==> config.mk <==
export PLATFORM = sky130hd
export DESIGN_NAME = cau_front
export DESIGN_NICKNAME = d
export VERILOG_FILES = /design/src/cau_pkg.sv /design/src/cau_front.sv
export SDC_FILE = /design/constraint.sdc
export NUM_CORES = 2
export LEC_CHECK = 0
export ABC_AREA = 1
export ABC_CLOCK_PERIOD_IN_PS = 3500
export CAP_MARGIN = 20
export CORE_ASPECT_RATIO = 1.2
export CORE_UTILIZATION = 50
export CTS_CLUSTER_DIAMETER = 80
export DETAILED_ROUTE_END_ITERATION = 6
export DONT_BUFFER_PORTS = 1
export SLEW_MARGIN = 20
export SYNTH_ARGS = -nofsm -noshare
export SYNTH_HDL_FRONTEND = slang
export SYNTH_SLANG_ARGS = --single-unit
==> constraint.sdc <==
create_clock -name clk -period 3.5 [get_ports clk]
set_input_delay 0 -clock clk [delete_from_list [all_inputs] [get_ports clk]]
set_output_delay 0 -clock clk [all_outputs]
set_load 0.05 [all_outputs]
==> src/cau_pkg.sv <==
// Shared types, widths and helper functions for the complex arithmetic unit.
// No dependencies; every other file imports this package.
package cau_pkg;

    localparam int DATA_WIDTH = 16;
    localparam int FRAC_BITS  = 8;

    // product width, signed sum width, quotient bit count
    localparam int PW = 2 * DATA_WIDTH;
    localparam int MW = PW + 1;
    localparam int QB = DATA_WIDTH + FRAC_BITS + 1;
    // width of the final magnitude before clipping
    localparam int CW = ((MW + 1) > (QB + 1)) ? (MW + 1) : (QB + 1);

    typedef enum logic [1:0] {
        OP_ADD = 2'd0,
        OP_SUB = 2'd1,
        OP_MUL = 2'd2,
        OP_DIV = 2'd3
    } op_t;

    typedef logic signed [DATA_WIDTH-1:0] data_t;

    // one request in flight through the divider stages
    typedef struct packed {
        op_t            kind;
        logic           dbz;
        logic           nr;
        logic           ni;
        logic [MW-1:0]  mr;
        logic [MW-1:0]  mi;
        logic [PW-1:0]  d;
        logic [PW-1:0]  rr;
        logic [PW-1:0]  ri;
        logic [QB-1:0]  nbr;
        logic [QB-1:0]  nbi;
        logic [QB-1:0]  qr;
        logic [QB-1:0]  qi;
        logic           ovr;
        logic           ovi;
    } stage_t;

    // clip a sign and magnitude to the signed output range; bit DATA_WIDTH is the flag
    function automatic logic [DATA_WIDTH:0] clip_fn(input logic neg, input logic [CW-1:0] mag);
        logic [CW-1:0]         maxpos;
        logic [DATA_WIDTH-1:0] val;
        logic                  sat;
        maxpos = CW'((64'd1 << (DATA_WIDTH - 1)) - 64'd1);
        sat    = 1'b0;
        if (!neg) begin
            if (mag > maxpos) begin
                sat = 1'b1;
                val = maxpos[DATA_WIDTH-1:0];
            end
            else begin
                val = mag[DATA_WIDTH-1:0];
            end
        end
        else begin
            if (mag > maxpos + CW'(1)) begin
                sat = 1'b1;
                val = {1'b1, {(DATA_WIDTH-1){1'b0}}};
            end
            else begin
                val = DATA_WIDTH'(CW'(0) - mag);
            end
        end
        return {sat, val};
    endfunction

endpackage

==> src/cau_front.sv <==
// Front end: operand products, signed sums, sign and magnitude, divider setup.
// Three register stages. Depends on cau_pkg.
module cau_front (
    input  logic          clk,
    input  logic          rst_n,
    input  logic          en,
    input  logic          in_vld,
    input  cau_pkg::op_t  kind,
    input  cau_pkg::data_t a_re,
    input  cau_pkg::data_t a_im,
    input  cau_pkg::data_t b_re,
    input  cau_pkg::data_t b_im,
    output logic          out_vld,
    output cau_pkg::stage_t dout
);
    import cau_pkg::*;

    logic v1_reg, v2_reg, v3_reg;

    op_t                      k1_reg, k2_reg;
    logic signed [PW-1:0]     prr_reg, pii_reg, pri_reg, pir_reg, pbb_reg, pcc_reg;
    logic signed [DATA_WIDTH:0] sre_reg, sim_reg;
    logic signed [MW-1:0]     re2_reg, im2_reg;
    logic [PW-1:0]            d2_reg;
    stage_t                   s3_reg;

    logic signed [MW-1:0]     re2_next, im2_next;
    stage_t                   s3_next;
    logic [MW-1:0]            magr, magi, shr, shi;
    logic [MW+FRAC_BITS-1:0]  nfr, nfi;

    always_ff @(posedge clk or negedge rst_n)
    begin
        if (!rst_n)
        begin
            v1_reg <= 1'b0;
            v2_reg <= 1'b0;
            v3_reg <= 1'b0;
        end
        else if (en)
        begin
            v1_reg <= in_vld;
            v2_reg <= v1_reg;
            v3_reg <= v2_reg;
        end
    end

    // stage 1: six products and the add/subtract sums
    always_ff @(posedge clk)
    begin
        if (en)
        begin
            k1_reg  <= kind;
            prr_reg <= PW'(a_re) * PW'(b_re);
            pii_reg <= PW'(a_im) * PW'(b_im);
            pri_reg <= PW'(a_re) * PW'(b_im);
            pir_reg <= PW'(a_im) * PW'(b_re);
            pbb_reg <= PW'(b_re) * PW'(b_re);
            pcc_reg <= PW'(b_im) * PW'(b_im);
            if (kind == OP_SUB)
            begin
                sre_reg <= {a_re[DATA_WIDTH-1], a_re} - {b_re[DATA_WIDTH-1], b_re};
                sim_reg <= {a_im[DATA_WIDTH-1], a_im} - {b_im[DATA_WIDTH-1], b_im};
            end
            else
            begin
                sre_reg <= {a_re[DATA_WIDTH-1], a_re} + {b_re[DATA_WIDTH-1], b_re};
                sim_reg <= {a_im[DATA_WIDTH-1], a_im} + {b_im[DATA_WIDTH-1], b_im};
            end
        end
    end

    // stage 2: combine products, divisor magnitude squared
    always_comb
    begin
        case (k1_reg)
            OP_MUL:
            begin
                re2_next = {prr_reg[PW-1], prr_reg} - {pii_reg[PW-1], pii_reg};
                im2_next = {pri_reg[PW-1], pri_reg} + {pir_reg[PW-1], pir_reg};
            end
            OP_DIV:
            begin
                re2_next = {prr_reg[PW-1], prr_reg} + {pii_reg[PW-1], pii_reg};
                im2_next = {pir_reg[PW-1], pir_reg} - {pri_reg[PW-1], pri_reg};
            end
            default:
            begin
                re2_next = MW'(sre_reg);
                im2_next = MW'(sim_reg);
            end
        endcase
    end

    always_ff @(posedge clk)
    begin
        if (en)
        begin
            k2_reg  <= k1_reg;
            re2_reg <= re2_next;
            im2_reg <= im2_next;
            d2_reg  <= PW'(pbb_reg) + PW'(pcc_reg);
        end
    end

    // stage 3: sign and magnitude, seed the long division
    always_comb
    begin
        magr = re2_reg[MW-1] ? MW'(-re2_reg) : MW'(re2_reg);
        magi = im2_reg[MW-1] ? MW'(-im2_reg) : MW'(im2_reg);
        shr  = magr >> (DATA_WIDTH + 1);
        shi  = magi >> (DATA_WIDTH + 1);
        nfr  = (MW+FRAC_BITS)'(magr) << FRAC_BITS;
        nfi  = (MW+FRAC_BITS)'(magi) << FRAC_BITS;

        s3_next.kind = k2_reg;
        s3_next.dbz  = (k2_reg == OP_DIV) && (d2_reg == '0);
        s3_next.nr   = re2_reg[MW-1];
        s3_next.ni   = im2_reg[MW-1];
        s3_next.mr   = magr;
        s3_next.mi   = magi;
        s3_next.d    = d2_reg;
        s3_next.rr   = PW'(shr);
        s3_next.ri   = PW'(shi);
        s3_next.nbr  = nfr[QB-1:0];
        s3_next.nbi  = nfi[QB-1:0];
        s3_next.qr   = '0;
        s3_next.qi   = '0;
        s3_next.ovr  = shr >= MW'(d2_reg);
        s3_next.ovi  = shi >= MW'(d2_reg);
    end

    always_ff @(posedge clk)
    begin
        if (en)
        begin
            s3_reg <= s3_next;
        end
    end

    assign out_vld = v3_reg;
    assign dout    = s3_reg;

endmodule

==> reports/results.tsv <==
stage	metric	value	unit
status	outcome	finished with violations	
status	violations	negative hold slack, negative setup slack	
global_routing	grt_usage	34.5	%
detailed_routing	vias	72800	
synth	synth-seq-area-share	14.8	%
sta	drv_slew	0	
clock_network	cts_buffers	58	
critical_path	crit_path_max_fanout	45	
sta	finalSetupViolCount	141	
final_layout	nets	13900	
clock_network	clock_latency	0.73	ns
synth	synth.largest_area_cell	fa_1	
sta	slew-limit-headroom	21.3	%
sta	fin_tns_setup	-86.23	ns
global_routing	grt_pass1_vias	77900	
synth	async_reset_ff_share	0.691	%
detailed_routing	drtPass1Iterations	5	
sta	hold_viol_final	17	
synth	syn_area_per_cell	8.22	µm²
critical_path	crit_buf_inv	7	
floorplan	die_h	461	µm
final_layout	largest_register_ffs	105	
critical_path	critPathLaunchType	input pin	
final_layout	synthToLayoutAreaGrowth	25.4	%
floorplan	start_util	50.3	%
synth	netlist_top_cells_area	fa_1, edfxtp_1, inv_1	
synth	yosysTopAreaCellShare	34.7	%
placed_design	io_buffers	0	
global_routing	antenna_found_initial	14	
critical_path	cpPeakStageDelay	0.59	ns
sta	post-route-period-util	126	%
synth	yosysMostFrequentCell	inv_1	
critical_path	rrSetupSlack	-0.06	ns
job	maxCapViolCount	0	
floorplan	ios	340	
synth	yosys_warnings	0	
synth	synth_edf_count	431	
sta	finalClockSkew	0.0444	ns
synth	syn-cell-area	0.0878	mm²
synth	syn_inst	10700	
final_layout	drive_gt1_share	24.4	%
detailed_routing	vias_per_cell	5.21	
floorplan	dieWidth	384	µm
critical_path	r2r_cells	21	
clock_network	ctsHtreeMaxLevel	2	
critical_path	arrival	4.92	ns
final_layout	fin_util	63.1	%
detailed_routing	finalWirelength	300	mm
detailed_routing	drt_iter0_drc	4453	
critical_path	endpoint_kind	register	
hold_path	min_path_type	in2reg	
detailed_routing	post_drt_wl_per_cell	21.4	µm
floorplan	dieArea	0.177	mm²
detailed_routing	ant_nets	0	
placed_design	hpwl	231	mm
sta	layout_setup_ws	-0.915	ns
critical_path	crit_family	adder cells	
global_routing	grt_max_degree	437	
clock_network	ctsRootBufferMaster	clkbuf_16	
critical_path	crit_top_cell	fa_1	
sta	rsz0062_at_grt	true	
clock_network	clk_pin_slew	0.06	ns
clock_network	clockBufferDepth	3	
clock_network	cts_tree	done	
clock_network	cts_sinks	434	
critical_path	path_class	in2reg	
global_routing	gr-total-overflow	0	
hold_path	worstHoldStart	en	
critical_path	setup.worst_path.start	b_im[1]	
placed_design	gp_congestion	0.993	
sta	tightest_slew	1.17	ns
sta	hold_ws	-0.0550	ns
synth	synth_flop_cell	edfxtp_1	
critical_path	cp_slowest_cell	fa_1	
synth	ys_ff_latch	434	
critical_path	r2r-start	pii_reg[0]	
sta	fmax	226	MHz
synth	synthTopCellsByCount	inv_1, nand2_1, fa_1	
synth	synth_cell_types	63	
floorplan	num_rows	168	
detailed_routing	route.detailed.drc	0	
sta	period_minus_slack	4.42	ns
critical_path	crit_cells	21	
critical_path	crit_chain	nand2_8, inv_4, buf_4, fa_1, inv_2, fa_2, fa_1, inv_2, fa_1, fa_1, inv_2, fa_1, inv_2, ha_4, nand2_4, inv_1, nand2_2, nor2_4, nand4_1, nand3_4, xor2_4	
hold_path	hold_path_depth	2	
global_routing	grt_pass1_wl	457	mm
critical_path	required	4.01	ns
floorplan	coreArea	0.174	mm²
layout by cell type (no fill, tap or decap), types with 86 or more instances in the layout:
master and count:
nand3_1 246, edfxtp_1 431, buf_4 1009, ha_1 519
fa_2 110, xor2_1 243, a21oi_1 207, fa_1 1409
nand2_2 171, o21ai_0 125, inv_2 239, conb_1 98
ha_4 151, inv_1 2609, nor2_4 88, nor2_1 400
nand2_1 1982, a21oi_2 86, dlygate4sd3_1 96, xnor2_1 115
buf_6 112, nand2_4 117
cell type report:
| cell class | count | area, µm² |
|---|---|---|
| antenna | 5 | 12.5 |
| tap | 2295 | 2870 |
| sequential | 434 | 13000 |
| timing repair buffer | 1261 | 10700 |
| fill | 15100 | 64400 |
| clock inverter | 47 | 543 |
| inverter | 2889 | 11000 |
| clock buffer | 62 | 1510 |
| multi-input combinational | 6991 | 70400 |
stage by stage:
| step | instance area [µm²] | instances | worst slack [ns] |
|---|---|---|---|
| floorplan | 92700 | 10800 | -1.50 |
| global placement | 100000 | 13700 | -1.81 |
| detailed placement | 100000 | 13700 | -1.79 |
| CTS | 108000 | 13900 | -0.777 |
| global route | 110000 | 14000 | -0.993 |
| finish | 110000 | 14000 | -0.915 |
worst reg2reg max path: stages, from the launching register on:
cell and delay (ns):
edfxtp_1 0.41, inv_1 0.10, ha_1 0.19, inv_1 0.08
nor2_2 0.15, nand3_2 0.11, nor2_4 0.16, nand4_1 0.15
nand2_1 0.12, xor2_1 0.26, ha_1 0.36, nand2_1 0.13
inv_1 0.05, nand2_1 0.06, nand2_1 0.09, inv_1 0.10
a21oi_1 0.07, nor3_1 0.23, nand3_1 0.11, nand2_1 0.07
o21ai_0 0.12, buf_4 0.20
worst paths after layout:
kind / end
setup / recovery: pri_reg[20]
hold / removal: dout[188]
setup reg to reg: re2_reg[28]
hold reg to reg: dout[189]
max in group asynchronous: v2_reg
min in group asynchronous: v1_reg
layer usage:
layer	track usage, %	vias up	wire (µm)
met1	41.9	36500	115000
met5	0	-	42
met4	18.4	6	19200
met2	58.3	2270	145000
li1	-	33400	-
met3	6.17	621	21200
timing repair:
action | in CTS | in global routing
pin swaps | 572 | 485
buffers inserted | 95 | 66
endpoints found under the setup margin | 146 | 185
gates cloned | 1 | 0
endpoints found under the hold margin | 496 | 138
hold buffers | 98 | 3
resized for setup | 945 | 513
logic make-up (layout without fill, tap and decap cells):
logic type,count (synthesis),count (layout),synth area share (%)
fa+ha+maj,2203,2203,44.4
xor+xnor,420,420,4.21
simple gates,3447,3447,16.1
mux,1,1,0.0128
buf+inv,3351,4259,15.1
flops,434,434,14.8
other cells,1,103,0.00427
compound gates,822,822,5.38
Power is not shown: default switching activity piles up to over one toggle a cycle in this logic, so the estimate is an artifact.
