$ cat src/cau_pkg.sv
// Shared types, widths and helper functions for the complex arithmetic unit.
// No dependencies; every other file imports this package.
package cau_pkg;

    localparam int DATA_WIDTH = 16;
    localparam int FRAC_BITS  = 8;

    // product width, signed sum width, quotient bit count
    localparam int PW = 2 * DATA_WIDTH;
    localparam int MW = PW + 1;
    localparam int QB = DATA_WIDTH + FRAC_BITS + 1;
    // width of the final magnitude before clipping
    localparam int CW = ((MW + 1) > (QB + 1)) ? (MW + 1) : (QB + 1);

    typedef enum logic [1:0] {
        OP_ADD = 2'd0,
        OP_SUB = 2'd1,
        OP_MUL = 2'd2,
        OP_DIV = 2'd3
    } op_t;

    typedef logic signed [DATA_WIDTH-1:0] data_t;

    // one request in flight through the divider stages
    typedef struct packed {
        op_t            kind;
        logic           dbz;
        logic           nr;
        logic           ni;
        logic [MW-1:0]  mr;
        logic [MW-1:0]  mi;
        logic [PW-1:0]  d;
        logic [PW-1:0]  rr;
        logic [PW-1:0]  ri;
        logic [QB-1:0]  nbr;
        logic [QB-1:0]  nbi;
        logic [QB-1:0]  qr;
        logic [QB-1:0]  qi;
        logic           ovr;
        logic           ovi;
    } stage_t;

    // clip a sign and magnitude to the signed output range; bit DATA_WIDTH is the flag
    function automatic logic [DATA_WIDTH:0] clip_fn(input logic neg, input logic [CW-1:0] mag);
        logic [CW-1:0]         maxpos;
        logic [DATA_WIDTH-1:0] val;
        logic                  sat;
        maxpos = CW'((64'd1 << (DATA_WIDTH - 1)) - 64'd1);
        sat    = 1'b0;
        if (!neg) begin
            if (mag > maxpos) begin
                sat = 1'b1;
                val = maxpos[DATA_WIDTH-1:0];
            end
            else begin
                val = mag[DATA_WIDTH-1:0];
            end
        end
        else begin
            if (mag > maxpos + CW'(1)) begin
                sat = 1'b1;
                val = {1'b1, {(DATA_WIDTH-1){1'b0}}};
            end
            else begin
                val = DATA_WIDTH'(CW'(0) - mag);
            end
        end
        return {sat, val};
    endfunction

endpackage

$ cat src/cau_back.sv
// Back end: round, select by operation, saturate, output register.
// Depends on cau_pkg.
module cau_back (
    input  logic            clk,
    input  logic            rst_n,
    input  logic            en,
    input  logic            in_vld,
    input  cau_pkg::stage_t din,
    output logic            out_vld,
    output cau_pkg::data_t  res_re,
    output cau_pkg::data_t  res_im,
    output logic            saturated,
    output logic            divide_by_zero
);
    import cau_pkg::*;

    localparam logic [CW-1:0] HALF = (FRAC_BITS > 0) ?
        CW'(64'd1 << ((FRAC_BITS > 0) ? (FRAC_BITS - 1) : 0)) : CW'(0);

    logic                  vld_reg;
    data_t                 re_reg, im_reg;
    logic                  sat_reg, dbz_reg;

    logic [CW-1:0]         fmr, fmi;
    logic                  fnr, fni;
    logic [DATA_WIDTH:0]   cr, ci;
    logic [PW:0]           twor, twoi;

    always_comb
    begin
        twor = {din.rr, 1'b0};
        twoi = {din.ri, 1'b0};
        fnr  = din.nr;
        fni  = din.ni;
        case (din.kind)
            OP_MUL:
            begin
                fmr = (CW'(din.mr) + HALF) >> FRAC_BITS;
                fmi = (CW'(din.mi) + HALF) >> FRAC_BITS;
            end
            OP_DIV:
            begin
                if (din.dbz)
                begin
                    fmr = '0;
                    fmi = '0;
                    fnr = 1'b0;
                    fni = 1'b0;
                end
                else
                begin
                    fmr = din.ovr ? '1 :
                          CW'(din.qr) + CW'(twor >= {1'b0, din.d});
                    fmi = din.ovi ? '1 :
                          CW'(din.qi) + CW'(twoi >= {1'b0, din.d});
                end
            end
            default:
            begin
                fmr = CW'(din.mr);
                fmi = CW'(din.mi);
            end
        endcase
        cr = clip_fn(fnr, fmr);
        ci = clip_fn(fni, fmi);
    end

    always_ff @(posedge clk or negedge rst_n)
    begin
        if (!rst_n)
        begin
            vld_reg <= 1'b0;
        end
        else if (en)
        begin
            vld_reg <= in_vld;
        end
    end

    always_ff @(posedge clk)
    begin
        if (en)
        begin
            re_reg  <= cr[DATA_WIDTH-1:0];
            im_reg  <= ci[DATA_WIDTH-1:0];
            sat_reg <= cr[DATA_WIDTH] | ci[DATA_WIDTH];
            dbz_reg <= din.dbz;
        end
    end

    assign out_vld        = vld_reg;
    assign res_re         = re_reg;
    assign res_im         = im_reg;
    assign saturated      = sat_reg;
    assign divide_by_zero = dbz_reg;

endmodule

$ cat config.mk
export PLATFORM = sky130hd
export DESIGN_NAME = cau_back
export DESIGN_NICKNAME = d
export VERILOG_FILES = /design/src/cau_pkg.sv /design/src/cau_back.sv
export SDC_FILE = /design/constraint.sdc
export NUM_CORES = 1
export LEC_CHECK = 0
export BUFFER_PORTS_ARGS = -buffer_cell sky130_fd_sc_hd__buf_2
export CAP_MARGIN = 30
export CORE_ASPECT_RATIO = 1.2
export CORE_MARGIN = 5
export CORE_UTILIZATION = 23
export DETAILED_ROUTE_END_ITERATION = 6
export REMOVE_ABC_BUFFERS = 1
export SETUP_SLACK_MARGIN = 0.3
export SYNTH_ARGS = -nofsm -noshare
export SYNTH_HDL_FRONTEND = slang
export SYNTH_SLANG_ARGS = --single-unit
$ cat constraint.sdc
create_clock -name clk -period 1.38 [get_ports clk]
set_clock_uncertainty 0.05 [all_clocks]
set_input_delay 0.069 -clock clk [delete_from_list [all_inputs] [get_ports clk]]
set_output_delay 0.069 -clock clk [all_outputs]
set_load 0.01 [all_outputs]
==> impl_metrics.toml, run 1 <==
[layout]
fin_area_um2 = 12000
post-route-util_pct = 43.2
final_common_cell = "buf_4"
area_growth_pct = 86.2
nets = 1781
drive_above_1_share_pct = 53.9
fillers = 2808
stdcell_count = 1821
layout_common_cells = "buf_4, buf_2, nor2_1, ha_1, inv_1"

[route]
num_vias = 9203
dr_wl_met2_um = 15700
dr.pass1.iters = 7
final_antenna_net_count = 0
wl_met3_um = 2210
routedWlPerCell_um = 17.1
top_layer = "met5"
totalWireLength_um = 31100
wl_met1_um = 11300
drt_iter0_drc = 460
via_per_inst = 5.05
drc = 0

[global_route]
grt_pass1_wl_um = 47400
overflow = 0
grt_pass1_vias = 9337
antenna_found_initial = 16
track_usage_pct = 18.5
grt_max_degree = 17

[job]
drv_cap = 0

[floorplanning]
die_x_um = 163
coreArea_um2 = 27800
initial_core_util_pct = 23.2
fp.dieH_um = 194
die_area_um2 = 31600
io_pins = 308
rows = 67

[pwr]
power_frac_clock_pct = 21.9
p_sw_share_pct = 35.6
peakVddDrop_v = 0.000536
power_switching_w = 0.00211
power_density_nw_per_um2 = 492
power.internal_w = 0.00382
p_leak_nw = 5.48
pwr-share-comb_pct = 55.9
power_frac_seq_pct = 22.2

[synth]
synth_area_per_cell_um2 = 7.63
synthFlopType = "edfxtp_1"
ys_ff_latch = 35
async_flop_share_pct = 2.86
mappedNetlistArea_um2 = 6460
ys_warn_count = 0
synth_enable_flop_cells = 34
synthDistinctLibCells = 73
ys_seq_area_share_pct = 16.2
syn_inst = 847

[place]
place.gp.congestion = 0.954
place_inst = 1763
dpl_cell_area_um2 = 10400
dpl.hpwl_um = 25500
port_buffers = 257
dp_slack_ps = -3670

[clocking]
clk_latency_ps = 280
cts.sinks = 35
cts_tree = "yes"
cts_buffer_depth = 2
cts-root-buf = "clkbuf_16"
cts.reportedPaths.clkPinSlew_ps = 50
htree_levels = 2
cts_inserted_buffers = 5

[timing]
final-max-slew-violation-count = 0
fin_crit_sh_pct = 304
hold_viol_final = 0
min_period_ps = 4190
grt_setup_unrepaired = "true"
slew_headroom_pct = 68.0
setup_viol = 33
layout_setup_ws_ps = -2810
setup_tns_ps = -88970
timing.fmax_mhz = 239
worstMarginPinSlew_ps = 480

[setup_path]
critPathCaptureType = "flop"
r2r_slack_ps = 590
crit_fanout = 5
cp_data_arrival_time_ps = 4170
required_ps = 1360
critical_path_class = "in -> reg"
r2r_cells = 1
setup.worst_path.start_class = "input pin"

[min_path]
hold_class = "in -> async"

[status]
violations = "negative setup slack"
outcome = "finished, violations left"
[layout make-up]
class	count	area [µm²]	area share [%]
antenna	3	7.51	0.0624
clock buffer	5	125	1.04
clock inverter	3	43.8	0.364
inverter	54	208	1.73
multi-input combinational	733	6010	50.0
sequential	35	1050	8.69
tap	379	474	3.94
timing repair buffer	609	4120	34.2
[flip-flops by register name (all words and copies together), names as in the netlist]
signal and cells:
divide_by_zero 1, out_vld 1, res_im 16, res_re 16, saturated 1
[routing by layer]
metal,vias to the layer above,GRT usage [%]
met5,-,0
met4,26,10.3
met3,122,4.42
met2,352,33.3
met1,4182,19.5
li1,4521,-
[power by group through the flow]
stage                     Sequential (W)  Combinational [W]  Clock (W)
after detailed placement         0.00134            0.00279          0
after global routing             0.00133            0.00359    0.00135
after floorplan                  0.00140            0.00105          0
after global placement           0.00134            0.00275          0
after CTS                        0.00132            0.00316    0.00132
final                            0.00131            0.00331    0.00130
[kinds of logic (layout without fill, tap and decap cells)]
kind of cell	count (synthesis)	after routing	synth area share [%]
AOI/OAI and AO/OA	245	247	26.1
xor gates and xnor gates	59	59	7.99
adders and majority gates	70	70	13.6
buffers and inverters	81	671	5.15
DFF	35	35	16.2
muxes	6	6	0.968
other	0	3	0
and+or+nand+nor	351	351	30.1
[critical path, stage by stage]
cell and delay (ps):
buf_6 70, inv_4 30, buf_6 110, ha_4 250
nand4_1 110, nor2_2 140, nor2_1 70, a21boi_1 150
o21a_1 150, o21ai_2 70, a31oi_4 230, nor4_4 60
o21ai_1 140, buf_4 170, ha_4 170, nand3_4 100
o21ai_2 150, or3b_4 390, a222oi_1 380, nand3_1 170
or2_4 300, or4_1 460, o21ai_1 130, nand4_1 90
[synthesized netlist by cell type, types with 4 or more instances]
cell	number	share of area, %
a211oi_1	13	1.5
a221oi_1	21	2.8
o31ai_1	6	0.70
o221ai_1	9	1.2
a222oi_1	4	0.62
ha_1	70	14
nand3_1	44	3.4
nor4_2	5	0.97
o21ai_1	10	0.77
inv_1	54	3.1
o211ai_1	5	0.58
xnor2_1	36	4.9
xor2_1	23	3.1
and2_1	6	0.58
or4_1	8	0.93
mux2i_1	4	0.62
nor2_1	63	3.7
a21oi_1	52	4.0
nand2b_1	7	0.68
nor4_1	18	1.7
o21a_1	6	0.70
or2_2	4	0.39
nor3_1	40	3.1
a31oi_1	8	0.77
edfxtp_1	34	16
a21o_1	15	1.7
clkbuf_1	16	0.93
o21ai_0	52	4.0
and4_1	6	0.81
a221o_1	8	1.2
o221a_2	4	0.70
and3_1	19	1.8
buf_2	5	0.39
nand2_1	52	3.0
or3_1	4	0.39
a31o_2	4	0.54
nor2b_1	14	1.4
nand4_1	38	3.7
[final timing paths]
kind / start / endpoint
min in group clk: en / res_re[4]
max in group asynchronous: rst_n / out_vld
setup / recovery: din[167] / saturated
hold reg to reg: out_vld / out_vld
hold / removal: rst_n / out_vld
setup reg to reg: out_vld / out_vld
[stage by stage]
step                      hold WS, ps  power [W]
after global routing             48.7    0.00627
after floorplan                  -277    0.00245
after global placement           -206    0.00409
after CTS                        28.0    0.00580
final                            37.7    0.00593
after detailed placement         -206    0.00412
[what timing repair did]
| item | CTS | global route |
|---|---|---|
| pin swaps | 91 | 43 |
| setup endpoints to repair | 33 | 33 |
| resized for setup | 176 | 51 |
| cloned | 5 | 0 |
| hold buffers | 3 | 0 |
| endpoints found under the hold margin | 3 | 0 |
| setup buffers | 30 | 9 |
No activity file was read; power rests on OpenSTA's default activity.
==> run 2, diff against run 1 <==
--- a/config.mk
+++ b/config.mk
@@ -11,7 +11,6 @@
 export CORE_MARGIN = 5
 export CORE_UTILIZATION = 23
 export DETAILED_ROUTE_END_ITERATION = 6
-export REMOVE_ABC_BUFFERS = 1
 export SETUP_SLACK_MARGIN = 0.3
 export SYNTH_ARGS = -nofsm -noshare
 export SYNTH_HDL_FRONTEND = slang
==> impl_metrics.toml, run 2 (same netlist as run 1, synthesis figures left out) <==
[timing]
setup_viol = 33
hold_viol_final = 1
grt_setup_unrepaired = "true"
fin_crit_sh_pct = 299
worstMarginPinSlew_ps = 562
whs_ps = -1.55
slew_headroom_pct = 62.4
final-max-slew-violation-count = 0
timing.fmax_mhz = 242
layout_setup_ws_ps = -2750
min_period_ps = 4130

[route]
drc = 0
dr.pass1.iters = 5
routedWlPerCell_um = 16.8
totalWireLength_um = 31100
via_per_inst = 5.03
num_vias = 9286
final_antenna_net_count = 0
drt_iter0_drc = 405

[min_path]
hold_path_depth = 1
worstHoldStart = "din[266]"
hold_end = "divide_by_zero"
hold_class = "in -> reg"

[pwr]
p_sw_share_pct = 34.8
power_density_nw_per_um2 = 488
p_leak_nw = 5.58
power_switching_w = 0.00210
power.internal_w = 0.00393
power_frac_clock_pct = 20.5
peakVddDrop_v = 0.000378
pwr-share-comb_pct = 57.7
power_frac_seq_pct = 21.8

[floorplanning]
die_x_um = 163
io_pins = 308
die_area_um2 = 31600
fp.dieH_um = 194
coreArea_um2 = 27800
initial_core_util_pct = 23.2
rows = 67

[clocking]
htree_levels = 2
cts-root-buf = "clkbuf_16"
cts.sinks = 35
cts_buffer_depth = 2
cts_tree = "yes"
cts.reportedPaths.clkPinSlew_ps = 50
cts_inserted_buffers = 5
clk_latency_ps = 270

[layout]
fillers = 2749
nets = 1806
final_common_cell = "buf_4"
area_growth_pct = 91.0
drive_above_1_share_pct = 56.6
post-route-util_pct = 44.3
layout_common_cells = "buf_4, buf_2, nor2_1, nand2_1, ha_1"
stdcell_count = 1846

[global_route]
track_usage_pct = 18.5
grt_max_degree = 22
overflow = 0
grt_pass1_vias = 9723
grt_pass1_wl_um = 47800
antenna_found_initial = 15

[place]
dpl.hpwl_um = 26000
dp_slack_ps = -3230
port_buffers = 257
place_inst = 1770
place.gp.congestion = 0.948

[status]
outcome = "finished, violations left"
violations = "negative hold slack, negative setup slack"

[setup_path]
setup.worst_path.start_class = "input pin"
r2r-end = "out_vld"
cp_data_arrival_time_ps = 4110
r2r_start = "out_vld"
critical_path_class = "in -> reg"
crit_fanout = 4
critPathCaptureType = "flop"
r2r_cells = 1
r2r_slack_ps = 590
required_ps = 1360

[synth]
synth_nets = 1190

[job]
drv_cap = 0
[run 2: cell count changes in the layout (fill, tap and decap cells not counted), moves of 6 or more]
cell / delta
a21oi_1: -6
a21oi_2: +8
inv_2: +7
ha_1: -8
buf_4: +23
buf_6: +6
inv_1: -11
[run 2: area by class of cell]
cell class,count,area (µm²),area share (%)
multi-input cells,734,6110,49.5
repair buffers,633,4300,34.8
flip-flops and latches,35,1050,8.47
well taps,379,474,3.84
inverters,54,240,1.95
clock buffers,5,125,1.01
clock inverters,3,38.8,0.314
diodes,3,7.51,0.0608
[run 2: routing by layer]
layer  global-route usage [%]  wire (µm)  share of wire, %  vias up
li1                         -          -                 -     4549
met1                     19.8      11500                37     4257
met2                     34.3      15800                51      342
met3                     3.83       2020               6.5      114
met4                     8.70       1640               5.3       24
met5                        0        140              0.45        -
[run 2: critical path, cell delays in order]
cell      delay, ps
buf_6            80
inv_4            30
buf_6           110
ha_4            260
nand4_1         120
or3_4           450
nor2_4          120
a41oi_2         100
nand2_1         100
a211oi_2         70
o21ai_1          80
buf_4           150
ha_2            180
nand2_2          90
o31a_1          260
o31ai_2         300
o221ai_2        190
nor2_1          220
nand4_1         220
buf_4           230
nor3_4          200
mux2_4          320
a21o_1          160
[run 2: how the worst max path moves through the flow]
stage	endpoint	slack, ps	cells past startpoint	from
after CTS	res_re[11]	-2640	23	din[186]
final	res_re[14]	-2750	23	din[186]
after global routing	res_re[1]	-3070	25	din[186]
after global placement	res_re[14]	-3120	24	din[167]
after floorplan	saturated	-2540	21	din[170]
after detailed placement	res_re[1]	-3230	23	din[167]
[run 2: power by group through the flow]
stage	Sequential, W	Combinational, W	Clock, W
final	0.00132	0.00348	0.00124
after floorplan	0.00140	0.00120	0
after global routing	0.00133	0.00376	0.00128
after detailed placement	0.00134	0.00293	0
after global placement	0.00134	0.00288	0
after CTS	0.00132	0.00330	0.00125
[run 2: per-stage QoR]
| step | cell area [µm²] | setup TNS (ps) | total power, W |
|---|---|---|---|
| floorplan | 6780 | -77170 | 0.00260 |
| global placement | 10800 | -100100 | 0.00422 |
| detailed placement | 10800 | -102350 | 0.00427 |
| CTS | 11900 | -83480 | 0.00587 |
| global route | 12300 | -94090 | 0.00637 |
| finish | 12300 | -85550 | 0.00603 |
[run 2: what timing repair did]
item,4_1_cts,5_1_grt
hold buffers,2,0
resized for setup,114,68
setup buffers,41,19
gates cloned,3,0
endpoints found under the hold margin,2,0
endpoints found under the setup margin,33,33
pin swaps,74,55
==> run 3, diff against run 2 <==
==> constraint.sdc (replaced) <==
create_clock -name clk -period 4.4 [get_ports clk]
set_clock_uncertainty 0.05 [all_clocks]
set_input_delay 0.22 -clock clk [delete_from_list [all_inputs] [get_ports clk]]
set_output_delay 0.22 -clock clk [all_outputs]
set_load 0.01 [all_outputs]
==> impl_metrics.toml, run 3 (same netlist as run 1, synthesis figures left out) <==
[route]
dr.pass1.iters = 5
final_antenna_net_count = 0
drt_iter0_drc = 414
via_per_inst = 5.18
routedWlPerCell_um = 17.8
totalWireLength_um = 28800
num_vias = 8350
drc = 0

[layout]
fillers = 2950
stdcell_count = 1612
layout_common_cells = "buf_2, buf_4, nor2_1, ha_1, nand2_1"
register_area_um2 = 1050
area_growth_pct = 60.4
multi_input_area_um2 = 5920
final_common_cell = "buf_2"
nets = 1572
drive_above_1_share_pct = 46.7

[setup_path]
setup.worst_path.start_class = "input pin"
critPathCaptureType = "flop"
required_ps = 4380
crit_fanout = 6
critical_path_class = "in -> reg"
cp_data_arrival_time_ps = 4260

[floorplanning]
io_pins = 308
fp.dieH_um = 194
die_area_um2 = 31600
die_x_um = 163
initial_core_util_pct = 23.2
rows = 67
coreArea_um2 = 27800

[clocking]
cts_inserted_buffers = 5
cts_buffer_depth = 2
clk_latency_ps = 280
htree_levels = 2
cts.sinks = 35
cts.reportedPaths.clkPinSlew_ps = 60
cts-root-buf = "clkbuf_16"
cts_tree = "yes"

[place]
place_inst = 1570
port_buffers = 257
dpl.hpwl_um = 23800
place.gp.congestion = 0.928

[timing]
whs_ps = 122
final-max-slew-violation-count = 0
setup_viol = 0
grt_setup_unrepaired = "true"
worstMarginPinSlew_ps = 950
slew_headroom_pct = 36.5
hold_viol_final = 0
setup_tns_ps = 0
min_period_ps = 4280
fin_crit_sh_pct = 97.4
timing.fmax_mhz = 233

[global_route]
track_usage_pct = 17.1
grt_pass1_vias = 8548
grt_max_degree = 36
grt_pass1_wl_um = 44300
overflow = 0
antenna_found_initial = 13

[status]
outcome = "completed"

[synth]
synth_nets = 1190

[min_path]
hold_class = "in -> reg"

[job]
drv_cap = 0

[pwr]
peakVddDrop_v = 0.000123
p_leak_nw = 4.43
power_density_nw_per_um2 = 160
-- run 3: routing by layer --
layer / vias to the layer above / wire length, µm / part of all wire (%) / global-route usage (%)
met2: 311 / 14500 / 50 / 31.2
met5: - / 126 / 0.44 / 0
met3: 80 / 1810 / 6.3 / 3.32
li1: 4079 / - / - / -
met4: 20 / 1160 / 4.0 / 6.59
met1: 3860 / 11100 / 39 / 19.5
-- run 3: path summary, 6_finish.rpt --
path	from	to	cells past startpoint	slack (ps)
max	din[184]	saturated	24	120
min	in_vld	out_vld	2	120
max reg2reg	out_vld	out_vld	1	3620
min reg2reg	out_vld	out_vld	1	450
max in group asynchronous	rst_n	out_vld	2	4010
min in group asynchronous	rst_n	out_vld	2	200
-- run 3: where the power goes --
part	switching, W	total (W)	internal [W]
sequential	0.00000765	0.000413	0.000406
clock	0.000133	0.000357	0.000224
combinational	0.000471	0.000885	0.000414
total	0.000612	0.00166	0.00104
-- run 3: repair_timing --
| item | CTS | global route |
|---|---|---|
| endpoints found under the hold margin | 1 | 0 |
| pin swaps | 58 | 54 |
| setup buffers | 23 | 4 |
| hold buffers | 1 | 0 |
| cloned | 2 | 1 |
| resized for setup | 100 | 111 |
| endpoints found under the setup margin | 33 | 33 |
-- run 3: worst max-delay path: stages --
cell and delay [ps]:
buf_6 70, inv_2 30, buf_6 110, ha_4 250
nand4_1 150, or3_4 440, nor2_4 90, a41oi_2 110
nand2_1 100, a211oi_2 80, o21ai_1 80, buf_4 150
ha_4 160, nand3_4 110, buf_6 140, o21ai_1 90
or3b_1 370, a222oi_1 300, buf_4 190, nand3_4 60
or2_4 280, or4_4 430, o21ai_4 150, nand4_1 100
-- run 3: layout make-up --
class | count | share of cell area, %
Clock buffer | 7 | 1.38
Clock inverter | 1 | 0.0483
Timing Repair Buffer | 401 | 24.7
Antenna cell | 3 | 0.0724
Sequential cell | 35 | 10.1
Multi-Input combinational cell | 732 | 57.1
Inverter | 54 | 2.05
Tap cell | 379 | 4.57
-- run 3: stage by stage --
| stage | power, W | util (%) | worst slack, ps | area (µm²) |
|---|---|---|---|---|
| after detailed placement | 0.00117 | 32.4 | -540 | 9010 |
| final | 0.00166 | 37.3 | 116 | 10400 |
| after floorplan | 0.000789 | - | 292 | 6510 |
| after global placement | 0.00116 | 32.4 | -458 | 9010 |
| after CTS | 0.00160 | 35.2 | 77.2 | 9800 |
| after global routing | 0.00176 | 37.3 | -52.9 | 10400 |
