$ cat src/cau_pkg.sv
// Shared types, widths and helper functions for the complex arithmetic unit.
// No dependencies; every other file imports this package.
package cau_pkg;

    localparam int DATA_WIDTH = 16;
    localparam int FRAC_BITS  = 8;

    // product width, signed sum width, quotient bit count
    localparam int PW = 2 * DATA_WIDTH;
    localparam int MW = PW + 1;
    localparam int QB = DATA_WIDTH + FRAC_BITS + 1;
    // width of the final magnitude before clipping
    localparam int CW = ((MW + 1) > (QB + 1)) ? (MW + 1) : (QB + 1);

    typedef enum logic [1:0] {
        OP_ADD = 2'd0,
        OP_SUB = 2'd1,
        OP_MUL = 2'd2,
        OP_DIV = 2'd3
    } op_t;

    typedef logic signed [DATA_WIDTH-1:0] data_t;

    // one request in flight through the divider stages
    typedef struct packed {
        op_t            kind;
        logic           dbz;
        logic           nr;
        logic           ni;
        logic [MW-1:0]  mr;
        logic [MW-1:0]  mi;
        logic [PW-1:0]  d;
        logic [PW-1:0]  rr;
        logic [PW-1:0]  ri;
        logic [QB-1:0]  nbr;
        logic [QB-1:0]  nbi;
        logic [QB-1:0]  qr;
        logic [QB-1:0]  qi;
        logic           ovr;
        logic           ovi;
    } stage_t;

    // clip a sign and magnitude to the signed output range; bit DATA_WIDTH is the flag
    function automatic logic [DATA_WIDTH:0] clip_fn(input logic neg, input logic [CW-1:0] mag);
        logic [CW-1:0]         maxpos;
        logic [DATA_WIDTH-1:0] val;
        logic                  sat;
        maxpos = CW'((64'd1 << (DATA_WIDTH - 1)) - 64'd1);
        sat    = 1'b0;
        if (!neg) begin
            if (mag > maxpos) begin
                sat = 1'b1;
                val = maxpos[DATA_WIDTH-1:0];
            end
            else begin
                val = mag[DATA_WIDTH-1:0];
            end
        end
        else begin
            if (mag > maxpos + CW'(1)) begin
                sat = 1'b1;
                val = {1'b1, {(DATA_WIDTH-1){1'b0}}};
            end
            else begin
                val = DATA_WIDTH'(CW'(0) - mag);
            end
        end
        return {sat, val};
    endfunction

endpackage

$ cat src/cau_div_step.sv
// One restoring division stage: one quotient bit for each part per cycle while en is high.
// Depends on cau_pkg.
module cau_div_step (
    input  logic            clk,
    input  logic            rst_n,
    input  logic            en,
    input  logic            in_vld,
    input  cau_pkg::stage_t din,
    output logic            out_vld,
    output cau_pkg::stage_t dout
);
    import cau_pkg::*;

    logic   vld_reg;
    stage_t data_reg;
    stage_t data_next;
    logic [PW:0] r2r, r2i, dx;
    logic        ger, gei;

    always_comb
    begin
        dx  = {1'b0, din.d};
        r2r = {din.rr, din.nbr[QB-1]};
        r2i = {din.ri, din.nbi[QB-1]};
        ger = r2r >= dx;
        gei = r2i >= dx;

        data_next     = din;
        data_next.rr  = ger ? PW'(r2r - dx) : PW'(r2r);
        data_next.ri  = gei ? PW'(r2i - dx) : PW'(r2i);
        data_next.nbr = din.nbr << 1;
        data_next.nbi = din.nbi << 1;
        data_next.qr  = {din.qr[QB-2:0], ger};
        data_next.qi  = {din.qi[QB-2:0], gei};
    end

    always_ff @(posedge clk or negedge rst_n)
    begin
        if (!rst_n)
        begin
            vld_reg <= 1'b0;
        end
        else if (en)
        begin
            vld_reg <= in_vld;
        end
    end

    always_ff @(posedge clk)
    begin
        if (en)
        begin
            data_reg <= data_next;
        end
    end

    assign out_vld = vld_reg;
    assign dout    = data_reg;

endmodule

$ cat config.mk
export PLATFORM = sky130hd
export DESIGN_NAME = cau_div_step
export DESIGN_NICKNAME = d
export VERILOG_FILES = /design/src/cau_pkg.sv /design/src/cau_div_step.sv
export SDC_FILE = /design/constraint.sdc
export NUM_CORES = 1
export LEC_CHECK = 0
export BUFFER_PORTS_ARGS = -buffer_cell sky130_fd_sc_hd__clkbuf_2
export CAP_MARGIN = 20
export CORE_AREA = 2 2 211 213
export CTS_BUF_LIST = sky130_fd_sc_hd__clkbuf_16
export CTS_CLUSTER_SIZE = 14
export DETAILED_ROUTE_END_ITERATION = 10
export DIE_AREA = 0 0 213 215
export REMOVE_ABC_BUFFERS = 1
export SYNTH_ARGS = -nofsm -noshare
export SYNTH_HDL_FRONTEND = slang
export SYNTH_SLANG_ARGS = --single-unit
$ cat constraint.sdc
create_clock -name clk -period 0.8 [get_ports clk]
set_input_delay 0.12 -clock clk [delete_from_list [all_inputs] [get_ports clk]]
set_output_delay 0.12 -clock clk [all_outputs]
set_load 0.05 [all_outputs]
==> impl_metrics.env, run 1 <==
export IMPL_synth_seq_cells=268
export IMPL_yosysWarningCount=0
export IMPL_overflow=0
export IMPL_drt_iter0_markers=565
export IMPL_cts_root_buf="clkbuf_16"
export IMPL_viasPerCell=4.65
export IMPL_grt_pass1_vias=13300
export IMPL_synthCells=880
export IMPL_cts_sinks=268
export IMPL_synthFlopType="edfxtp_1"
export IMPL_antenna_found_initial=8
export IMPL_synth_area_sq_um=12200
export IMPL_start_kind="primary input"
export IMPL_initial_utilization_pct=28.0
export IMPL_irDropWorstVdd_mv=1.81
export IMPL_hold_path_class="primary input to flop"
export IMPL_p_leak_nw=11.4
export IMPL_gr_usage_met2_pct=43.2
export IMPL_yosysTopAreaCellShare_pct=65.6
export IMPL_syn2layout_area_growth_pct=112
export IMPL_critPathRequiredTime_ns=1.13
export IMPL_synth_edff_count=267
export IMPL_crit_type="primary input to flop"
export IMPL_worstPathArrival_ns=2.74
export IMPL_grt_pass1_wl_mm=83.1
export IMPL_layout_setup_ws_ns=-1.61
export IMPL_clkTransAtPathRegs_ns=0.07
export IMPL_grt_usage_pct=24.4
export IMPL_maxCapViolCount=0
export IMPL_io_pins=543
export IMPL_place_area_sq_um=18000
export IMPL_dr_pass1_iters=5
export IMPL_numCtsBuffers=30
export IMPL_worstPathCellList="buf_8 > inv_4 > ha_4 > a21o_1 > a21o_1 > a21o_1 > a221oi_2 > o21ai_2 > a31oi_2 > a21oi_4 > a2111oi_4 > buf_6 > buf_12 > buf_16 > mux2_2"
export IMPL_violations="negative hold slack, negative setup slack"
export IMPL_grt_busiest_layer="met2"
export IMPL_avgSynthCellArea_sq_um=13.9
export IMPL_clock_latency_ns=0.59
export IMPL_ys_types=56
export IMPL_dp_hpwl_mm=39.3
export IMPL_die_x_um=213
export IMPL_die_area_sq_um=45800
export IMPL_holdWs_ns=-0.0123
export IMPL_utilization_pct=59.4
export IMPL_synthTopCellsByArea="edfxtp_1 66%, ha_1 6.5%, mux2_1 2.5%"
export IMPL_gp_congestion=0.908
export IMPL_status="complete, but fails checks"
export IMPL_end_kind="flop"
export IMPL_placed_cells=2242
export IMPL_skew_ns=0
export IMPL_die_height_um=215
export IMPL_design_area_sq_um=25900
export IMPL_critPathMostFrequentCell="a21o_1"
export IMPL_portBuffers=538
export IMPL_tritoncts="yes"
export IMPL_routed_wl_mm=58.9
export IMPL_final_max_slew_viol_count=0
export IMPL_finalHoldViolations=10
export IMPL_ant_nets=0
export IMPL_use_met3_pct=6.46
export IMPL_power_density_nw_per_um2=2020
export IMPL_fmax_mhz=414
export IMPL_drc=0
export IMPL_wl_per_cell_um=22.5
export IMPL_worstPathMaxFanout=8
export IMPL_period_minus_slack_ns=2.41
export IMPL_setup_viol=347
export IMPL_ys_seq_area_share_pct=65.8
export IMPL_critPathSlowestCell="mux2_2"
export IMPL_rsz0062_at_grt="true"
export IMPL_synth_top_cell_by_area="edfxtp_1"
export IMPL_cts_max_path_buffers=3
export IMPL_grt_max_degree=29
export IMPL_period_share_pct=302
export IMPL_htreeDepth=1
export IMPL_slowest_delay_ns=0.34
export IMPL_async_flop_share_pct=0.373
export IMPL_drive_above_1_share_pct=53.4
export IMPL_reg2reg_setup_slack_ns=0.02
export IMPL_core_sq_um=43600
export IMPL_finalSetupTns_ns=-227.69
export IMPL_stdcell_count=2619
export IMPL_grtUsageMet1_pct=27.1
export IMPL_fin_nets=2337
export IMPL_row_count=77
export IMPL_num_vias=12200
[sequential cells by signal (all words and copies together) (netlist names)]
name     cells
out_vld      1
dout       267
[through the flow]
stage                     setup WS [ns]  total power, mW
after global placement            -2.46             31.4
after CTS                         -1.61             51.2
after floorplan                   -2.88             25.7
after global routing              -1.67             54.1
after detailed placement          -2.48             31.5
final                             -1.61             52.3
[cells by family (layout without fill, tap and decap cells)]
logic type | Yosys count | count (layout) | synth area share, %
other cells | 1 | 7 | 0.0307
compound gates | 202 | 202 | 10.5
flops | 268 | 268 | 65.8
simple gates | 173 | 174 | 6.81
mux | 35 | 35 | 3.20
buf+inv | 76 | 1216 | 2.59
xor+xnor | 59 | 59 | 4.23
fa+ha+maj | 66 | 66 | 6.88
[cell usage after synthesis (4+ instances only)]
cell type and n:
a31oi_1 12, clkbuf_1 21, nor3_1 6, o21ai_0 57, or3_1 5, ha_1 64, a21oi_1 54, xor2_1 29
mux2_2 6, nand2_1 64, o21bai_1 6, a21o_1 27, nand3_1 13, o21ai_1 4, nor2_1 30, xnor2_1 30
nand4_1 14, o211ai_1 5, o31a_1 4, edfxtp_1 267, nand2b_1 9, mux2_1 27, and3_1 6, inv_1 49
nor2b_1 13
[power by group]
group | total [mW] | internal [mW] | leakage, nW | switching (mW)
Clock | 14.9 | 8.83 | 0.535 | 6.09
Combinational | 19.2 | 8.95 | 8.20 | 10.3
Sequential | 18.2 | 17.2 | 2.62 | 0.960
[final cells by class]
type	instances	area (sq um)
Antenna cell	5	12.5
Clock buffer	30	751
Clock inverter	26	314
Fill cell	3239	17700
Inverter	49	214
Multi-Input combinational cell	538	4960
Sequential cell	268	8040
Tap cell	592	741
Timing Repair Buffer	1111	10900
[final timing paths]
check                            end  cells past startpoint      from
max                        dout[133]                     15  din[184]
min                         dout[83]                      2        en
max reg2reg                  out_vld                      1   out_vld
min reg2reg                  out_vld                      1   out_vld
max in group asynchronous    out_vld                      3     rst_n
min in group asynchronous    out_vld                      3     rst_n
[repair_timing]
item                                    in CTS  in global routing
pin swaps                                   56                 75
hold buffers                               268                  2
gates cloned                                 9                  1
buffers inserted                            29                 23
resized for setup                          682                261
endpoints found under the setup margin     334                347
endpoints found under the hold margin      287                 12
[per-layer routing]
| metal | routed length, um | vias to the layer above |
|---|---|---|
| li1 | - | 5575 |
| met1 | 21900 | 5884 |
| met2 | 29500 | 561 |
| met3 | 4350 | 150 |
| met4 | 3160 | 4 |
| met5 | 27 | - |
[worst max-delay path, delay by kind of cell]
family / cells / cell delay, ns
AO/OA/AOI/OAI: 8 / 1.49
adder cells (fa/ha/maj): 1 / 0.19
multiplexers: 1 / 0.34
buffers and inverters: 5 / 0.59
[cell usage in the layout, fill, tap and decap left out, drive strengths merged, types with 6 or more instances in the layout]
cell / instances
o21ai: 61
edfxtp: 267
a31oi: 12
clkbuf: 417
buf: 454
nand2: 64
nand3: 13
xnor2: 30
nor2: 30
nor3: 6
nand4: 14
a21oi: 55
xor2: 29
and3: 6
a21o: 27
dlygate4sd3: 270
ha: 64
inv: 54
bufinv: 6
mux2: 33
o21bai: 6
clkinv: 13
nand2b: 9
nor2b: 13
Note: power is estimated with default switching activity, not from simulation.
==> inputs of run 2 (changes only) <==
--- a/config.mk
+++ b/config.mk
@@ -7,11 +7,11 @@
 export LEC_CHECK = 0
 export BUFFER_PORTS_ARGS = -buffer_cell sky130_fd_sc_hd__clkbuf_2
 export CAP_MARGIN = 20
-export CORE_AREA = 2 2 211 213
+export CORE_AREA = 2 2 212 214
 export CTS_BUF_LIST = sky130_fd_sc_hd__clkbuf_16
 export CTS_CLUSTER_SIZE = 14
 export DETAILED_ROUTE_END_ITERATION = 10
-export DIE_AREA = 0 0 213 215
+export DIE_AREA = 0 0 214 216
 export REMOVE_ABC_BUFFERS = 1
 export SYNTH_ARGS = -nofsm -noshare
 export SYNTH_HDL_FRONTEND = slang
==> constraint.sdc (replaced) <==
create_clock -name clk -period 3 [get_ports clk]
set_input_delay 0.45 -clock clk [delete_from_list [all_inputs] [get_ports clk]]
set_output_delay 0.45 -clock clk [all_outputs]
set_load 0.05 [all_outputs]
==> run 2 against run 1 <==
  * The run now ends clean
  * Core utilization fell by 18 points
  * Sequential cell count unchanged
  * Clock power shrank 74%
  * Die area rose by 0.94%
  * Critical path depth down 3
  * Critical endpoint is now dout[140]
  * Largest power group is now sequential cells
==> impl_metrics.env, run 2 (synthesized netlist as in run 1, its figures left out) <==
export IMPL_tritoncts="yes"
export IMPL_p_leak_nw=8.22
export IMPL_maxCapViolCount=0
export IMPL_critPathSlowestCell="or3_1"
export IMPL_grt_pass1_vias=10300
export IMPL_final_common_cell="clkbuf_2"
export IMPL_dp_hpwl_mm=39.8
export IMPL_io_pins=543
export IMPL_setup_viol=0
export IMPL_power_frac_clock_pct=32.3
export IMPL_core_sq_um=43800
export IMPL_path_delay_family="simple AND/OR/NAND/NOR gates"
export IMPL_final_max_slew_viol_count=0
export IMPL_path_buf_inv=3
export IMPL_drive_above_1_share_pct=48.7
export IMPL_viasPerCell=4.60
export IMPL_pwr_share_seq_pct=39.3
export IMPL_grt_usage_pct=20.2
export IMPL_critPathRequiredTime_ns=3.34
export IMPL_p_sw_share_pct=34.5
export IMPL_hold_path_class="primary input to flop"
export IMPL_comb_power_share_pct=28.4
export IMPL_routed_wl_mm=49.0
export IMPL_finalHoldViolations=0
export IMPL_rsz0062_at_grt="false"
export IMPL_worstPathArrival_ns=3.24
export IMPL_stdcell_count=2225
export IMPL_power_density_nw_per_um2=661
export IMPL_worstPathMaxFanout=28
export IMPL_fillers=4230
export IMPL_grt_max_degree=67
export IMPL_htreeDepth=1
export IMPL_numCtsBuffers=31
export IMPL_grt_pass1_wl_mm=68.5
export IMPL_portBuffers=538
export IMPL_slowest_delay_ns=0.47
export IMPL_fmax_mhz=345
export IMPL_placed_cells=2160
export IMPL_worstMarginPinSlew_ns=0.561
export IMPL_overflow=0
export IMPL_die_area_sq_um=46200
export IMPL_multi_input_area_sq_um=3940
export IMPL_period_minus_slack_ns=2.90
export IMPL_ant_nets=0
export IMPL_p_sw_mw=4.13
export IMPL_wl_per_cell_um=22.0
export IMPL_initial_utilization_pct=27.9
export IMPL_irDropWorstVdd_mv=0.592
export IMPL_dr_pass1_iters=5
export IMPL_clock_latency_ns=0.57
export IMPL_die_height_um=216
export IMPL_power_mw=12.0
export IMPL_die_x_um=214
export IMPL_skew_ns=0
export IMPL_layout_common_cells="537 x clkbuf_2, 267 x edfxtp_1, 172 x buf_4"
export IMPL_internal_power_mw=7.85
export IMPL_drt_iter0_markers=763
export IMPL_crit_type="primary input to flop"
export IMPL_cts_sinks=268
export IMPL_status="finished, final reports clean"
export IMPL_clkTransAtPathRegs_ns=0.07
export IMPL_syn2layout_area_growth_pct=48.2
export IMPL_largest_register_ffs=267
export IMPL_maxSlewHeadroom_pct=61.7
export IMPL_drc=0
export IMPL_antenna_found_initial=12
export IMPL_start_kind="primary input"
export IMPL_worstPathCellList="clkbuf_2 > inv_1 > ha_1 > nand4_1 > or3_1 > nor4_1 > a31oi_1 > nand3b_1 > a21oi_1 > or2_2 > buf_12 > o21ai_0"
export IMPL_row_count=77
export IMPL_cts_root_buf="clkbuf_16"
export IMPL_period_share_pct=96.6
export IMPL_num_vias=10200
export IMPL_gp_congestion=0.924
export IMPL_end_kind="flop"
export IMPL_cts_max_path_buffers=3
export IMPL_seq_area_sq_um=8040
export IMPL_fin_nets=1945
==> run 2: changes by cell type in the layout (fill, tap and decap cells not counted), sizes merged, moves of 2 or more <==
cell / previous run / this run
buf: 454 / 180
clkbuf: 417 / 569
bufinv: 6 / 4
inv: 54 / 56
diode: 5 / 3
dlygate4sd3: 270 / 1
==> run 2: worst paths after layout <==
path                          start        end  slack, ns  depth (start not counted)
max                        din[177]  dout[140]       0.10                         12
max reg2reg                 out_vld    out_vld       2.23                          1
min in group asynchronous     rst_n    out_vld       0.19                          2
max in group asynchronous     rst_n    out_vld       2.72                          2
min reg2reg                 out_vld    out_vld       0.55                          1
min                         din[19]   dout[20]       0.05                          1
==> run 2: layer usage <==
layer / GRT usage, % / part of all wire [%] / vias up
met5: 0 / 0.28 / -
met4: 5.15 / 2.0 / 20
met3: 6.43 / 8.7 / 65
met2: 34.6 / 49 / 451
met1: 24.5 / 40 / 4911
li1: - / - / 4781
==> run 2: per-stage QoR <==
step | utilization, % | setup WS (ns) | hold slack [ns] | setup TNS (ns) | area (sq um)
floorplan | - | -1.01 | 0.154 | -31.99 | 12100
global placement | 38.7 | -0.727 | 0.227 | -32.39 | 16900
detailed placement | 38.7 | -0.747 | 0.233 | -33.64 | 16900
CTS | 41.0 | 0.00300 | 0.0103 | 0 | 18000
global route | 41.3 | 0.00358 | 0.0133 | 0 | 18100
finish | 41.3 | 0.102 | 0.0460 | 0 | 18100
==> run 2: cell type report <==
class	instances	area share (%)
diodes	3	0.0414
multi-input cells	537	21.8
well taps	592	4.09
clock buffers	31	4.28
clock inverters	26	1.41
repair buffers	719	23.0
inverters	49	1.02
flip-flops and latches	268	44.4
==> run 2: repair_timing <==
item,CTS,global route
cloned,0,1
setup endpoints to repair,30,31
hold buffers,1,0
hold endpoints to repair,1,0
gates resized for setup,2,16
pin swaps,0,7
setup buffers,0,3
==> run 2: power groups by stage <==
stage / Combinational (mW) / Sequential [mW] / Clock, mW
floorplan: 0.776 / 6.07 / 0
global placement: 3.38 / 4.78 / 0
detailed placement: 3.39 / 4.78 / 0
CTS: 3.41 / 4.71 / 3.97
global route: 3.60 / 4.74 / 4.11
finish: 3.41 / 4.71 / 3.86
==> inputs of run 3 (changes only) <==
--- a/config.mk
+++ b/config.mk
@@ -12,6 +12,7 @@
 export CTS_CLUSTER_SIZE = 14
 export DETAILED_ROUTE_END_ITERATION = 10
 export DIE_AREA = 0 0 214 216
+export RECOVER_POWER = 100
 export REMOVE_ABC_BUFFERS = 1
 export SYNTH_ARGS = -nofsm -noshare
 export SYNTH_HDL_FRONTEND = slang
==> run 3 against run 2 <==
  * The run now ends with max-capacitance violations, max-slew violations left
  * Critical endpoint is now dout[130]
  * Power is 0.91% lower
  * Die area stayed put
  * Clock skew stayed put
  * Routed wire length hardly changed
  * Highest routed layer unchanged
  * Critical path depth is 1 higher
  * Final area is 2.6% lower
  * Register-to-register slack hardly changed
  * First-iteration DRC count is 6.7% lower
  * Maximum frequency is 0.64% lower
  * Global-route usage stayed put
==> impl_metrics.env, run 3 (synthesized netlist as in run 1, its figures left out) <==
export IMPL_status="complete, but fails checks"
export IMPL_violations="max-capacitance violations, max-slew violations"
export IMPL_worstPathArrival_ns=3.25
export IMPL_critPathRequiredTime_ns=3.33
export IMPL_drive_above_1_share_pct=29.1
export IMPL_irDropWorstVdd_mv=0.593
export IMPL_htreeDepth=1
export IMPL_die_height_um=216
export IMPL_core_sq_um=43800
export IMPL_grt_usage_pct=20.2
export IMPL_drc=0
export IMPL_final_max_slew_viol_count=59
export IMPL_viasPerCell=4.59
export IMPL_seq_area_sq_um=8040
export IMPL_overflow=0
export IMPL_p_leak_nw=7.24
export IMPL_place_area_sq_um=16900
export IMPL_dr_pass1_iters=5
export IMPL_setup_viol=0
export IMPL_die_area_sq_um=46200
export IMPL_cts_max_path_buffers=3
export IMPL_hold_path_class="primary input to flop"
export IMPL_initial_utilization_pct=27.9
export IMPL_routed_wl_mm=49.0
export IMPL_tritoncts="yes"
export IMPL_multi_input_area_sq_um=3940
export IMPL_crit_start="din[168]"
export IMPL_cts_sinks=268
export IMPL_wl_per_cell_um=22.0
export IMPL_row_count=77
export IMPL_final_common_cell="clkbuf_1"
export IMPL_antenna_found_initial=12
export IMPL_largest_register_ffs=267
export IMPL_numCtsBuffers=31
export IMPL_gp_congestion=0.924
export IMPL_slowest_delay_ns=0.37
export IMPL_num_vias=10200
export IMPL_syn2layout_area_growth_pct=44.3
export IMPL_crit_type="primary input to flop"
export IMPL_finalSetupTns_ns=0
export IMPL_clock_latency_ns=0.57
export IMPL_clkTransAtPathRegs_ns=0.07
export IMPL_worstHoldStart="din[233]"
export IMPL_fillers=4398
export IMPL_rsz0062_at_grt="false"
export IMPL_fmax_mhz=343
export IMPL_period_minus_slack_ns=2.92
export IMPL_die_x_um=214
export IMPL_grt_pass1_wl_mm=68.5
export IMPL_critPathSlowestCell="o31a_1"
export IMPL_cts_root_buf="clkbuf_16"
export IMPL_period_share_pct=97.2
export IMPL_ant_nets=0
export IMPL_grt_max_degree=67
export IMPL_finalHoldViolations=0
export IMPL_worstPathCellList="clkbuf_1 > inv_1 > ha_1 > buf_4 > nor2b_1 > o31a_1 > o31a_1 > a31oi_2 > a311oi_2 > buf_4 > a211oi_1 > xnor2_1 > mux2_1"
export IMPL_layout_common_cells="318 x clkbuf_1, 267 x edfxtp_1, 224 x clkbuf_2"
export IMPL_grt_pass1_vias=10300
export IMPL_fin_nets=1945
export IMPL_worstMarginPinSlew_ns=1.62
export IMPL_end_kind="flop"
export IMPL_dp_hpwl_mm=39.8
export IMPL_skew_ns=0
export IMPL_placed_cells=2160
export IMPL_stdcell_count=2224
export IMPL_start_kind="primary input"
export IMPL_maxCapViolCount=1
export IMPL_rr_startpoint="out_vld"
export IMPL_io_pins=543
export IMPL_drt_iter0_markers=712
export IMPL_maxSlewHeadroom_pct=-8.26
export IMPL_design_area_sq_um=17600
export IMPL_power_density_nw_per_um2=673
export IMPL_worstPathMaxFanout=4
export IMPL_portBuffers=538
run 3: changes by cell type in the layout (fill, tap and decap cells not counted), moves of 2 or more:
cell,before,now
clkbuf_2,537,224
clkbuf_1,0,318
buf_12,7,3
clkbuf_4,0,2
buf_4,172,168
run 3: path summary, 6_finish.rpt:
check | to | slack (ns) | cells after the start
max | dout[130] | 0.08 | 13
min reg2reg | out_vld | 0.55 | 1
min | dout[233] | 0.05 | 1
max reg2reg | out_vld | 2.23 | 1
min in group asynchronous | out_vld | 0.18 | 2
max in group asynchronous | out_vld | 2.71 | 2
run 3: power by group:
group	leakage, nW	total, mW	internal, mW	switching (mW)
Clock	0.513	3.87	2.24	1.63
Combinational	4.11	3.29	0.918	2.37
Sequential	2.62	4.71	4.58	0.125
run 3: per-stage QoR:
stage | utilization, % | setup WS, ns | total power [mW] | hold slack, ns
after global placement | 38.7 | -0.727 | 8.16 | 0.227
after floorplan | - | -1.01 | 6.85 | 0.154
after global routing | 40.2 | 0.00289 | 12.3 | 0.0133
after detailed placement | 38.7 | -0.747 | 8.17 | 0.233
after CTS | 41.0 | 0.00300 | 12.1 | 0.0103
final | 40.2 | 0.0832 | 11.9 | 0.0478
run 3: layout make-up:
cell class / instances / area share [%]
clock inverters: 26 / 1.45
multi-input cells: 537 / 22.3
well taps: 592 / 4.20
repair buffers: 719 / 20.9
inverters: 49 / 1.04
diodes: 2 / 0.0284
clock buffers: 31 / 4.40
flip-flops and latches: 268 / 45.6
run 3: per-layer routing:
| metal | GRT usage, % | part of all wire [%] | up-vias |
|---|---|---|---|
| met5 | 0 | 0.27 | - |
| met4 | 5.15 | 2.2 | 20 |
| met3 | 6.43 | 8.5 | 72 |
| met2 | 34.6 | 49 | 441 |
| met1 | 24.5 | 40 | 4895 |
| li1 | - | - | 4774 |
run 3: critical path, delay by kind of cell:
kind | cells | cell delay [ns]
xor+xnor | 1 | 0.11
compound gates | 5 | 1.38
fa+ha+maj | 1 | 0.30
simple gates | 1 | 0.13
buf+inv | 4 | 0.57
mux | 1 | 0.29
run 3: repair_timing:
item,in CTS,in global routing
cloned,0,1
resized for setup,2,16
endpoints found under the hold margin,1,0
endpoints found under the setup margin,30,31
pin swaps,0,7
hold buffers,1,0
buffers inserted,0,3
